$ cat config.mk
export PLATFORM = sky130hd
export DESIGN_NAME = infix_expression_evaluator_unit_flat
export DESIGN_NICKNAME = d
export VERILOG_FILES = /design/src/design/iee_pkg.sv /design/src/design/iee_if.sv /design/src/design/infix_expression_evaluator_unit.sv /design/src/design/iee_div.sv /design/src/design/iee_stacks.sv /design/src/flat_wrapper.sv
export SDC_FILE = /design/constraint.sdc
export NUM_CORES = 2
export LEC_CHECK = 0
export BUFFER_PORTS_ARGS = -buffer_cell sky130_fd_sc_hd__buf_2
export CAP_MARGIN = 20
export CORE_MARGIN = 2
export CORE_UTILIZATION = 41
export CTS_BUF_LIST = sky130_fd_sc_hd__clkbuf_16
export DETAILED_ROUTE_END_ITERATION = 10
export SYNTH_ARGS = -nofsm -noshare
export SYNTH_HDL_FRONTEND = slang
export SYNTH_HIERARCHICAL = 1
export SYNTH_SLANG_ARGS = --single-unit
export TNS_END_PERCENT = 10
$ cat constraint.sdc
create_clock -name i_clk -period 8.85 [get_ports i_clk]
set_input_delay 1.3275 -clock i_clk [delete_from_list [all_inputs] [get_ports i_clk]]
set_output_delay 1.3275 -clock i_clk [all_outputs]
set_load 0.1 [all_outputs]
$ cat src/design/iee_pkg.sv
package iee_pkg;

    localparam int OP_STACK_DEPTH    = 16;
    localparam int VALUE_STACK_DEPTH = 16;
    localparam int OP_AW  = (OP_STACK_DEPTH > 1) ? $clog2(OP_STACK_DEPTH) : 1;
    localparam int VAL_AW = (VALUE_STACK_DEPTH > 1) ? $clog2(VALUE_STACK_DEPTH) : 1;
    localparam int OP_CW  = $clog2(OP_STACK_DEPTH + 1);
    localparam int VAL_CW = $clog2(VALUE_STACK_DEPTH + 1);

    typedef logic [2:0] t_opc;
    localparam t_opc OPC_ADD  = 3'd0;
    localparam t_opc OPC_SUB  = 3'd1;
    localparam t_opc OPC_MUL  = 3'd2;
    localparam t_opc OPC_DIV  = 3'd3;
    localparam t_opc OPC_LPAR = 3'd4;
    localparam t_opc OPC_RPAR = 3'd5;

    typedef logic [2:0] t_err;
    localparam t_err ERR_NONE     = 3'd0;
    localparam t_err ERR_PAREN    = 3'd1;
    localparam t_err ERR_OPERAND  = 3'd2;
    localparam t_err ERR_DIVZERO  = 3'd3;
    localparam t_err ERR_OVERFLOW = 3'd4;

    localparam logic [7:0] CH_PLUS  = 8'h2B;
    localparam logic [7:0] CH_MINUS = 8'h2D;
    localparam logic [7:0] CH_STAR  = 8'h2A;
    localparam logic [7:0] CH_SLASH = 8'h2F;
    localparam logic [7:0] CH_LPAR  = 8'h28;
    localparam logic [7:0] CH_RPAR  = 8'h29;
    localparam logic [7:0] CH_ZERO  = 8'h30;

    typedef enum logic [3:0] {
        ST_IDLE, ST_ACC, ST_POP_RD, ST_POP_CHK, ST_VAL_RD1, ST_VAL_RD2,
        ST_EXEC, ST_DIV, ST_WB, ST_PUSH, ST_DONE
    } t_state;

    // divider handshake
    typedef struct packed {
        logic        start;
        logic [31:0] x;
        logic [31:0] y;
    } t_div_req;

    typedef struct packed {
        logic        done;
        logic [31:0] q;
    } t_div_rsp;

    function automatic logic is_high(input t_opc op);
        return (op == OPC_MUL) || (op == OPC_DIV);
    endfunction

endpackage

$ cat src/design/iee_if.sv
interface iee_in_if;
    logic       valid;
    logic       ready;
    logic [7:0] char_code;
    logic       end_of_expr;
    modport source (output valid, char_code, end_of_expr, input ready);
    modport sink (input valid, char_code, end_of_expr, output ready);
endinterface

interface iee_out_if;
    logic        valid;
    logic        ready;
    logic signed [31:0] value;
    logic [2:0]  error_code;
    modport source (output valid, value, error_code, input ready);
    modport sink (input valid, value, error_code, output ready);
endinterface

$ cat src/design/infix_expression_evaluator_unit.sv
// Shunting-yard infix evaluator; operator and value stacks live in two synchronous RAMs.
// Sequence: a digit is accumulated; an operator first pops and applies stacked operators of equal or higher
// precedence, then is pushed; a division waits on the bit-serial divider. The last character adds the drain.
// Throughput: one character at a time; the next character is accepted only in ST_IDLE with no result pending.
// Reset (i_rst_n low, synchronous) clears tops, accumulator and error; RAM contents stay.
module infix_expression_evaluator_unit (
    input  logic   i_clk,
    input  logic   i_rst_n,
    iee_in_if.sink   i_in,
    iee_out_if.source o_out
);
    import iee_pkg::*;

    t_state      r_state, n_state;
    logic [OP_CW-1:0]  r_op_top, n_op_top;
    logic [VAL_CW-1:0] r_val_top, n_val_top;
    logic [31:0] r_acc, n_acc;
    logic        r_innum, n_innum;
    t_err        r_err, n_err;
    logic [7:0]  r_ch, n_ch;
    logic        r_last, n_last;
    logic        r_flushed, n_flushed;
    t_opc        r_pop, n_pop;
    logic [31:0] r_y, n_y;
    logic [31:0] r_x, n_x;
    logic [31:0] r_res, n_res;
    logic        r_ovalid, n_ovalid;
    logic [31:0] r_oval, n_oval;
    t_err        r_oerr, n_oerr;

    logic        w_op_we, w_val_we;
    logic [OP_AW-1:0]  w_op_waddr, w_op_raddr;
    logic [VAL_AW-1:0] w_val_waddr, w_val_raddr;
    t_opc        w_op_wdata, w_op_rdata, w_cur;
    logic [31:0] w_val_wdata, w_val_rdata;
    logic [31:0] w_mul;
    t_div_req    w_dreq;
    t_div_rsp    w_drsp;

    iee_stacks u_stacks (
        .i_clk       (i_clk),
        .i_op_we     (w_op_we),
        .i_op_waddr  (w_op_waddr),
        .i_op_wdata  (w_op_wdata),
        .i_op_raddr  (w_op_raddr),
        .o_op_rdata  (w_op_rdata),
        .i_val_we    (w_val_we),
        .i_val_waddr (w_val_waddr),
        .i_val_wdata (w_val_wdata),
        .i_val_raddr (w_val_raddr),
        .o_val_rdata (w_val_rdata)
    );

    iee_div u_div (.i_clk(i_clk), .i_rst_n(i_rst_n), .i_req(w_dreq), .o_rsp(w_drsp));

    assign w_mul = r_x * r_y;

    // decode the held character
    always_comb begin
        case (r_ch)
            CH_PLUS:  w_cur = OPC_ADD;
            CH_MINUS: w_cur = OPC_SUB;
            CH_STAR:  w_cur = OPC_MUL;
            CH_SLASH: w_cur = OPC_DIV;
            CH_LPAR:  w_cur = OPC_LPAR;
            default:  w_cur = OPC_RPAR;
        endcase
    end

    assign i_in.ready       = (r_state == ST_IDLE) && !r_ovalid;
    assign o_out.valid      = r_ovalid;
    assign o_out.value      = r_oval;
    assign o_out.error_code = r_oerr;

    always_ff @(posedge i_clk) begin
        if (!i_rst_n) begin
            r_state   <= ST_IDLE;
            r_op_top  <= '0;
            r_val_top <= '0;
            r_acc     <= '0;
            r_innum   <= 1'b0;
            r_err     <= ERR_NONE;
            r_ovalid  <= 1'b0;
            r_flushed <= 1'b0;
        end else begin
            r_state   <= n_state;
            r_op_top  <= n_op_top;
            r_val_top <= n_val_top;
            r_acc     <= n_acc;
            r_innum   <= n_innum;
            r_err     <= n_err;
            r_ovalid  <= n_ovalid;
            r_flushed <= n_flushed;
        end
    end

    always_ff @(posedge i_clk) begin
        r_ch   <= n_ch;
        r_last <= n_last;
        r_pop  <= n_pop;
        r_x    <= n_x;
        r_y    <= n_y;
        r_res  <= n_res;
        r_oval <= n_oval;
        r_oerr <= n_oerr;
    end

    // sequencer: classify, pop/apply, push, drain at end
    always_comb begin
        n_state = r_state;   n_op_top = r_op_top;  n_val_top = r_val_top;
        n_acc = r_acc;       n_innum = r_innum;    n_err = r_err;
        n_ch = r_ch;         n_last = r_last;      n_flushed = r_flushed;
        n_pop = r_pop;       n_x = r_x;            n_y = r_y;
        n_res = r_res;       n_ovalid = r_ovalid;  n_oval = r_oval;  n_oerr = r_oerr;
        w_op_we = 1'b0;  w_op_waddr = r_op_top[OP_AW-1:0];  w_op_wdata = w_cur;
        w_op_raddr = r_op_top[OP_AW-1:0] - OP_AW'(1);
        w_val_we = 1'b0; w_val_waddr = r_val_top[VAL_AW-1:0]; w_val_wdata = r_acc;
        w_val_raddr = r_val_top[VAL_AW-1:0] - VAL_AW'(1);
        w_dreq.start = 1'b0; w_dreq.x = r_x; w_dreq.y = r_y;

        if (r_ovalid && o_out.ready) n_ovalid = 1'b0;

        case (r_state)
            ST_IDLE: begin
                if (i_in.valid && i_in.ready) begin
                    n_ch = i_in.char_code;
                    n_last = i_in.end_of_expr;
                    n_flushed = 1'b0;
                    n_state = ST_ACC;
                end
            end
            ST_ACC: begin
                if (r_err != ERR_NONE) begin
                    n_state = r_last ? ST_DONE : ST_IDLE;
                end else if (w_cur == OPC_RPAR && r_ch != CH_RPAR) begin
                    // digit: accumulate
                    n_acc = r_acc * 32'd10 + (32'(r_ch) - 32'(CH_ZERO));
                    n_innum = 1'b1;
                    n_state = r_last ? ST_PUSH : ST_IDLE;
                    n_flushed = 1'b1;
                    if (r_last) begin
                        // flush then drain; ST_ACC re-entered with flushed set pushes the number, then ST_POP_RD drains
                        n_state = ST_ACC;
                        n_ch = CH_RPAR;
                        n_flushed = 1'b1;
                    end
                end else if (r_innum) begin
                    n_innum = 1'b0;
                    n_acc = '0;
                    if (r_val_top >= VAL_CW'(VALUE_STACK_DEPTH)) begin
                        n_err = ERR_OVERFLOW;
                    end else begin
                        w_val_we = 1'b1;
                        n_val_top = r_val_top + VAL_CW'(1);
                    end
                end else if (r_flushed && r_last) begin
                    n_state = ST_POP_RD;
                end else if (w_cur == OPC_LPAR) begin
                    n_state = ST_PUSH;
                end else begin
                    n_state = ST_POP_RD;
                end
            end
            ST_POP_RD: begin
                // top operator read, or finish
                if (r_op_top == '0) begin
                    if (r_flushed && r_last) begin
                        if (r_val_top != VAL_CW'(1)) begin
                            n_err = ERR_OPERAND;
                            n_state = ST_DONE;
                        end else begin
                            w_val_raddr = '0;
                            n_state = ST_VAL_RD1;
                            n_pop = OPC_LPAR;
                        end
                    end else if (w_cur == OPC_RPAR) begin
                        n_err = ERR_PAREN;
                        n_state = r_last ? ST_DONE : ST_IDLE;
                    end else begin
                        n_state = ST_PUSH;
                    end
                end else begin
                    n_state = ST_POP_CHK;
                end
            end
            ST_POP_CHK: begin
                n_pop = w_op_rdata;
                if (r_flushed && r_last) begin
                    n_op_top = r_op_top - OP_CW'(1);
                    if (w_op_rdata == OPC_LPAR) begin
                        n_err = ERR_PAREN;
                        n_state = ST_DONE;
                    end else begin
                        n_state = ST_VAL_RD1;
                    end
                end else if (w_cur == OPC_RPAR) begin
                    n_op_top = r_op_top - OP_CW'(1);
                    n_state = (w_op_rdata == OPC_LPAR) ? (r_last ? ST_ACC : ST_IDLE)
                                                       : ST_VAL_RD1;
                    if (w_op_rdata == OPC_LPAR && r_last) n_flushed = 1'b1;
                end else if (w_op_rdata == OPC_LPAR ||
                             (!is_high(w_op_rdata) && is_high(w_cur))) begin
                    n_state = ST_PUSH;
                end else begin
                    n_op_top = r_op_top - OP_CW'(1);
                    n_state = ST_VAL_RD1;
                end
            end
            ST_VAL_RD1: begin
                if (r_pop == OPC_LPAR) begin
                    // final value read issued at slot 0
                    n_oval = w_val_rdata;
                    n_state = ST_DONE;
                end else if (r_val_top < VAL_CW'(2)) begin
                    n_err = ERR_OPERAND;
                    n_state = r_last ? ST_DONE : ST_IDLE;
                end else begin
                    // right operand read at top - 1
                    n_state = ST_VAL_RD2;
                end
            end
            ST_VAL_RD2: begin
                n_y = w_val_rdata;
                w_val_raddr = r_val_top[VAL_AW-1:0] - VAL_AW'(2);
                n_state = ST_EXEC;
            end
            ST_EXEC: begin
                n_x = w_val_rdata;
                n_state = ST_WB;
                case (r_pop)
                    OPC_ADD: n_res = w_val_rdata + r_y;
                    OPC_SUB: n_res = w_val_rdata - r_y;
                    OPC_MUL: n_state = ST_WB;
                    default: begin
                        if (r_y == '0) begin
                            n_err = ERR_DIVZERO;
                            n_state = r_last ? ST_DONE : ST_IDLE;
                        end else begin
                            w_dreq.start = 1'b1;
                            w_dreq.x = w_val_rdata;
                            n_state = ST_DIV;
                        end
                    end
                endcase
            end
            ST_DIV: begin
                if (w_drsp.done) begin
                    n_res = w_drsp.q;
                    n_pop = OPC_ADD;
                    n_state = ST_WB;
                end
            end
            ST_WB: begin
                // two popped, one pushed: never overflows
                w_val_we = 1'b1;
                w_val_waddr = r_val_top[VAL_AW-1:0] - VAL_AW'(2);
                w_val_wdata = (r_pop == OPC_MUL) ? w_mul : r_res;
                n_val_top = r_val_top - VAL_CW'(1);
                n_state = ST_POP_RD;
            end
            ST_PUSH: begin
                if (r_op_top >= OP_CW'(OP_STACK_DEPTH)) begin
                    n_err = ERR_OVERFLOW;
                end else begin
                    w_op_we = 1'b1;
                    n_op_top = r_op_top + OP_CW'(1);
                end
                n_state = r_last ? ST_ACC : ST_IDLE;
                n_flushed = r_last;
            end
            ST_DONE: begin
                if (!r_ovalid) begin
                    n_ovalid = 1'b1;
                    n_oerr = r_err;
                    if (r_err != ERR_NONE || r_pop != OPC_LPAR) n_oval = '0;
                    n_op_top = '0;
                    n_val_top = '0;
                    n_acc = '0;
                    n_innum = 1'b0;
                    n_err = ERR_NONE;
                    n_state = ST_IDLE;
                end
            end
            default: n_state = ST_IDLE;
        endcase
    end
endmodule

$ cat src/design/iee_div.sv
module iee_div (
    input  logic              i_clk,
    input  logic              i_rst_n,
    input  iee_pkg::t_div_req i_req,
    output iee_pkg::t_div_rsp o_rsp
);
    import iee_pkg::*;

    logic [31:0] r_rem, n_rem;
    logic [31:0] r_quo, n_quo;
    logic [31:0] r_den;
    logic        r_neg;
    logic [5:0]  r_cnt;
    logic        r_busy;
    logic        r_done;
    logic [32:0] w_try;

    // one quotient bit per cycle, restoring
    always_comb begin
        w_try = {r_rem, r_quo[31]} - {1'b0, r_den};
        if (!w_try[32]) begin
            n_rem = w_try[31:0];
            n_quo = {r_quo[30:0], 1'b1};
        end else begin
            n_rem = {r_rem[30:0], r_quo[31]};
            n_quo = {r_quo[30:0], 1'b0};
        end
    end

    always_ff @(posedge i_clk) begin
        if (!i_rst_n) begin
            r_busy <= 1'b0;
            r_done <= 1'b0;
            r_cnt  <= '0;
        end else begin
            r_done <= 1'b0;
            if (i_req.start) begin
                r_busy <= 1'b1;
                r_cnt  <= 6'd0;
            end else if (r_busy) begin
                r_cnt <= r_cnt + 6'd1;
                if (r_cnt == 6'd31) begin
                    r_busy <= 1'b0;
                    r_done <= 1'b1;
                end
            end
        end
    end

    always_ff @(posedge i_clk) begin
        if (i_req.start) begin
            r_rem <= '0;
            r_quo <= i_req.x[31] ? (32'd0 - i_req.x) : i_req.x;
            r_den <= i_req.y[31] ? (32'd0 - i_req.y) : i_req.y;
            r_neg <= i_req.x[31] ^ i_req.y[31];
        end else if (r_busy) begin
            r_rem <= n_rem;
            r_quo <= n_quo;
        end
    end

    assign o_rsp.done = r_done;
    assign o_rsp.q    = r_neg ? (32'd0 - r_quo) : r_quo;
endmodule

$ cat src/design/iee_stacks.sv
module iee_stacks (
    input  logic                 i_clk,
    input  logic                 i_op_we,
    input  logic [iee_pkg::OP_AW-1:0]  i_op_waddr,
    input  iee_pkg::t_opc        i_op_wdata,
    input  logic [iee_pkg::OP_AW-1:0]  i_op_raddr,
    output iee_pkg::t_opc        o_op_rdata,
    input  logic                 i_val_we,
    input  logic [iee_pkg::VAL_AW-1:0] i_val_waddr,
    input  logic [31:0]          i_val_wdata,
    input  logic [iee_pkg::VAL_AW-1:0] i_val_raddr,
    output logic [31:0]          o_val_rdata
);
    import iee_pkg::*;

    t_opc        r_op_mem [OP_STACK_DEPTH];
    logic [31:0] r_val_mem [VALUE_STACK_DEPTH];

    // synchronous memories, one write and one registered read each
    always_ff @(posedge i_clk) begin
        if (i_op_we) r_op_mem[i_op_waddr] <= i_op_wdata;
        o_op_rdata <= r_op_mem[i_op_raddr];
    end

    always_ff @(posedge i_clk) begin
        if (i_val_we) r_val_mem[i_val_waddr] <= i_val_wdata;
        o_val_rdata <= r_val_mem[i_val_raddr];
    end
endmodule

$ cat src/flat_wrapper.sv
// flat-port wrapper written by rule: the top's interface ports become plain ports
module infix_expression_evaluator_unit_flat import iee_pkg::*;
  (i_clk, i_rst_n, i_in_valid, i_in_char_code, i_in_end_of_expr, i_in_ready, o_out_valid, o_out_value, o_out_error_code, o_out_ready);
  iee_in_if i_in_i ();
  iee_out_if o_out_i ();
  input  logic i_clk;
  input  logic i_rst_n;
  input wire logic [$bits(i_in_i.valid)-1:0] i_in_valid;
  input wire logic [$bits(i_in_i.char_code)-1:0] i_in_char_code;
  input wire logic [$bits(i_in_i.end_of_expr)-1:0] i_in_end_of_expr;
  output wire logic [$bits(i_in_i.ready)-1:0] i_in_ready;
  output wire logic [$bits(o_out_i.valid)-1:0] o_out_valid;
  output wire logic [$bits(o_out_i.value)-1:0] o_out_value;
  output wire logic [$bits(o_out_i.error_code)-1:0] o_out_error_code;
  input wire logic [$bits(o_out_i.ready)-1:0] o_out_ready;
  assign i_in_i.valid = i_in_valid;
  assign i_in_i.char_code = i_in_char_code;
  assign i_in_i.end_of_expr = i_in_end_of_expr;
  assign i_in_ready = i_in_i.ready;
  assign o_out_valid = o_out_i.valid;
  assign o_out_value = o_out_i.value;
  assign o_out_error_code = o_out_i.error_code;
  assign o_out_i.ready = o_out_ready;
  infix_expression_evaluator_unit u_core (.i_clk(i_clk), .i_rst_n(i_rst_n), .i_in(i_in_i), .o_out(o_out_i));
endmodule
==> out/metrics.cfg <==
[routing]
drt_pass1_iterations = 6
vias = 39124
wl_um = 159000
final_antenna_net_count = 0
dr.first_iter.drc_count = 3209
viasPerCell = 5.485
route.detailed.drc = 0
wl_per_cell_um = 22.29

[final_layout]
n_fill_cell = 13188
final_common_cell = edfxtp_1
multi_input_area_um2 = 30920
final_layout_size_suffix_gt1_share_pct = 10.33
area_growth_pct = 10.65
final_cell_mix = 768 x edfxtp_1, 558 x nand2_1, 483 x inv_1, 413 x fa_1, 320 x and2_1
register_area_um2 = 25610
fin_nets = 5857

[worst_setup_path]
cp_num_buf_inv = 5
slowest_delay_ns = 0.70
arrival_ns = 8.87
crit_chain = and2_1 > fa_1 > inv_1 > fa_1 > fa_1 > fa_1 > inv_1 > fa_1 > inv_1 > fa_1 > inv_1 > fa_1 > fa_1 > ha_1 > a211o_1 > a21oi_1 > o31ai_1 > a311oi_1 > o21ai_1 > o41ai_1 > xnor2_1 > nand2_1 > a31oi_1 > buf_4
crit_type = reg -> reg
crit_top_cell = fa_1
cp-end-kind = flip-flop
slowest_stage = edfxtp_1
worst_ep_required_time_ns = 9.38
cp_max_fo = 19
critPathLaunchType = flip-flop
critical_path.top_delay_family = adder cells

[global_routing]
grt_util_met2_pct = 36.36
grt_pass1_wl_um = 243500
antenna_found_initial = 8
gr-usage-met3_pct = 2.591
grt_pass1_vias = 39972
top_usage_layer = met2
overflow = 0
grt_max_degree = 129
met1_usage_pct = 29.84
track_usage_pct = 21.74

[sta]
fin_crit_ns = 8.333
setup_viol = 0
worstMarginPinSlew_ns = 1.193
slew_viol_final = 0
slew-limit-headroom_pct = 19.39
period_share_pct = 94.16
skew_ns = 0.04521
fmax_ghz = 0.1200
hold_viol_final = 0
rsz0062_at_grt = no
setup_ws_ns = 0.5165
fin_setup_tns_ns = 0

[flow_run]
cap_viol_max_count = 0

[run_status]
status = finished clean

[place]
dp_hpwl_um = 110500
place_congestion = 0.9135
pre_cts_ws_ns = 0.6734
port_buffers = 49

[clock_network]
post_cts_resized = 0
cts_tree = built
post_cts_buffers = 0
clk_pin_slew_ns = 0.06
postCtsHoldBufs = 0
cts_root_buf = clkbuf_16
cts_max_level = 3
clock-sinks = 895
numCtsBuffers = 99
clock_latency_ns = 0.72
clockBufferDepth = 3

[synthesis]
yosysWarnings = 6
synth_top_cell_area_share_pct = 39.07
synth-edff-count = 768
synth.avg_cell_area_um2 = 11.58
yosysTopAreaCell = edfxtp_1
async_reset_ff_share_pct = 0
synth_cell_types = 82
synth_flop_cell = edfxtp_1
synth_area_um2 = 59030
yosysSeqAreaShare_pct = 43.37
synth_cells = 5098
syn_nets = 5813
synth_seq_cells = 895
yosys-top-cells-area = edfxtp_1 39%, fa_1 14%, ha_1 6.1%

[die]
rows = 139
ios = 50
die_height_um = 383.5
initial_core_util_pct = 41.19
core_um2 = 143300
die_area_um2 = 147000
die_w_um = 383.5

[power_and_ir_drop]
vdd_drop_max_mv = 0.2542
leakage_nw = 26.06
power_density_nw_per_um2 = 229.8

[min_path]
worst_hold_path_type = reg -> reg

## worst min-delay path, cell delays in order (launching register included)
cell	delay, ns
dfxtp_1	0.33
nand2_1	0.06
a21boi_1	0.05
## stage by stage
| stage | utilization [%] | power, mW | area [um^2] | instances | hold WS [ns] |
|---|---|---|---|---|---|
| finish | 45.58 | 15.01 | 65320 | 7133 | 0.4913 |
| global route | 45.58 | 15.76 | 65320 | 7132 | 0.5041 |
| CTS | 45.58 | 15.09 | 65320 | 7132 | 0.4865 |
| detailed placement | 43.24 | 10.85 | 61960 | 6944 | 0.4709 |
| global placement | 43.22 | 10.80 | 61940 | 6941 | 0.4641 |
| floorplan | - | 9.188 | 59030 | 5098 | 0.4256 |
## kinds of logic after synthesis
kind of cell	count (synthesis)	share of synthesized area [%]
AND/OR/NAND/NOR	1500	12.42
flip-flops	895	43.37
AO/OA/AOI/OAI	787	8.639
buffers and inverters	710	4.608
adder cells (fa/ha/maj)	702	20.13
XOR/XNOR	326	4.837
multiplexers	178	5.992
## worst paths after layout
path | start | endpoint | slack, ns | cells past startpoint
hold / removal | u_core/r_err[2]$_SDFFE_PN0P_ | u_core/r_err[2]$_SDFFE_PN0P_ | 0.49 | 2
setup reg to reg | u_core/r_x[14]$_DFFE_PP_ | u_core/u_stacks/r_val_mem[11][31]$_DFFE_PP_ | 0.52 | 24
setup / recovery | u_core/r_x[14]$_DFFE_PP_ | u_core/u_stacks/r_val_mem[11][31]$_DFFE_PP_ | 0.52 | 24
hold reg to reg | u_core/r_err[2]$_SDFFE_PN0P_ | u_core/r_err[2]$_SDFFE_PN0P_ | 0.49 | 2
## per-layer routing
metal / share of wire, % / up-vias
li1: - / 17834
met2: 48 / 1127
met3: 5.8 / 229
met1: 44 / 19920
met5: 0.079 / -
met4: 2.6 / 14
## synthesized netlist by cell type, drive strengths merged, types with 43 or more instances
| cell | number |
|---|---|
| nor3 | 54 |
| nor2 | 255 |
| o21ai | 165 |
| nand3 | 43 |
| a22oi | 95 |
| dfxtp | 127 |
| nand2 | 558 |
| mux4 | 140 |
| a21o | 60 |
| ha | 289 |
| clkbuf | 203 |
| fa | 413 |
| inv | 466 |
| and2 | 322 |
| a21oi | 204 |
| a211oi | 49 |
| edfxtp | 768 |
| nor2b | 92 |
| xnor2 | 200 |
| xor2 | 126 |
## registers in the layout (all words and copies together) (netlist names), 3 cells and up
name and cells:
u_core/u_stacks/r_val_mem 512, u_core/o_out.error_code 3, u_core/u_stacks/o_op_rdata 3, u_core/u_div/r_rem 32, u_core/r_op_top 5, u_core/r_pop 3, u_core/u_stacks/o_val_rdata 32, u_core/u_stacks/r_op_mem 48
u_core/r_y 32, u_core/r_x 32, u_core/r_acc 32, u_core/r_res 32, u_core/r_err 3, u_core/u_div/r_cnt 6, u_core/o_out.value 32, u_core/u_div/r_den 32
u_core/r_val_top 5, u_core/r_ch 8, u_core/r_state 4, u_core/u_div/r_quo 32
## cell type report
| cell class | instances | share of cell area [%] |
|---|---|---|
| multi-input combinational | 3493 | 47.33 |
| inverter | 467 | 2.691 |
| sequential | 895 | 39.20 |
| antenna | 1 | 0.003831 |
| clock inverter | 88 | 1.304 |
| timing repair buffer | 186 | 1.988 |
| clock buffer | 100 | 3.831 |
| tap | 1903 | 3.645 |
## report_power, final
| part | internal (mW) | switching (mW) | total [mW] |
|---|---|---|---|
| Sequential | 5.29 | 0.487 | 5.78 |
| Combinational | 2.03 | 3.00 | 5.02 |
| Clock | 2.43 | 1.78 | 4.21 |
No activity file was read; power rests on OpenSTA's default activity.
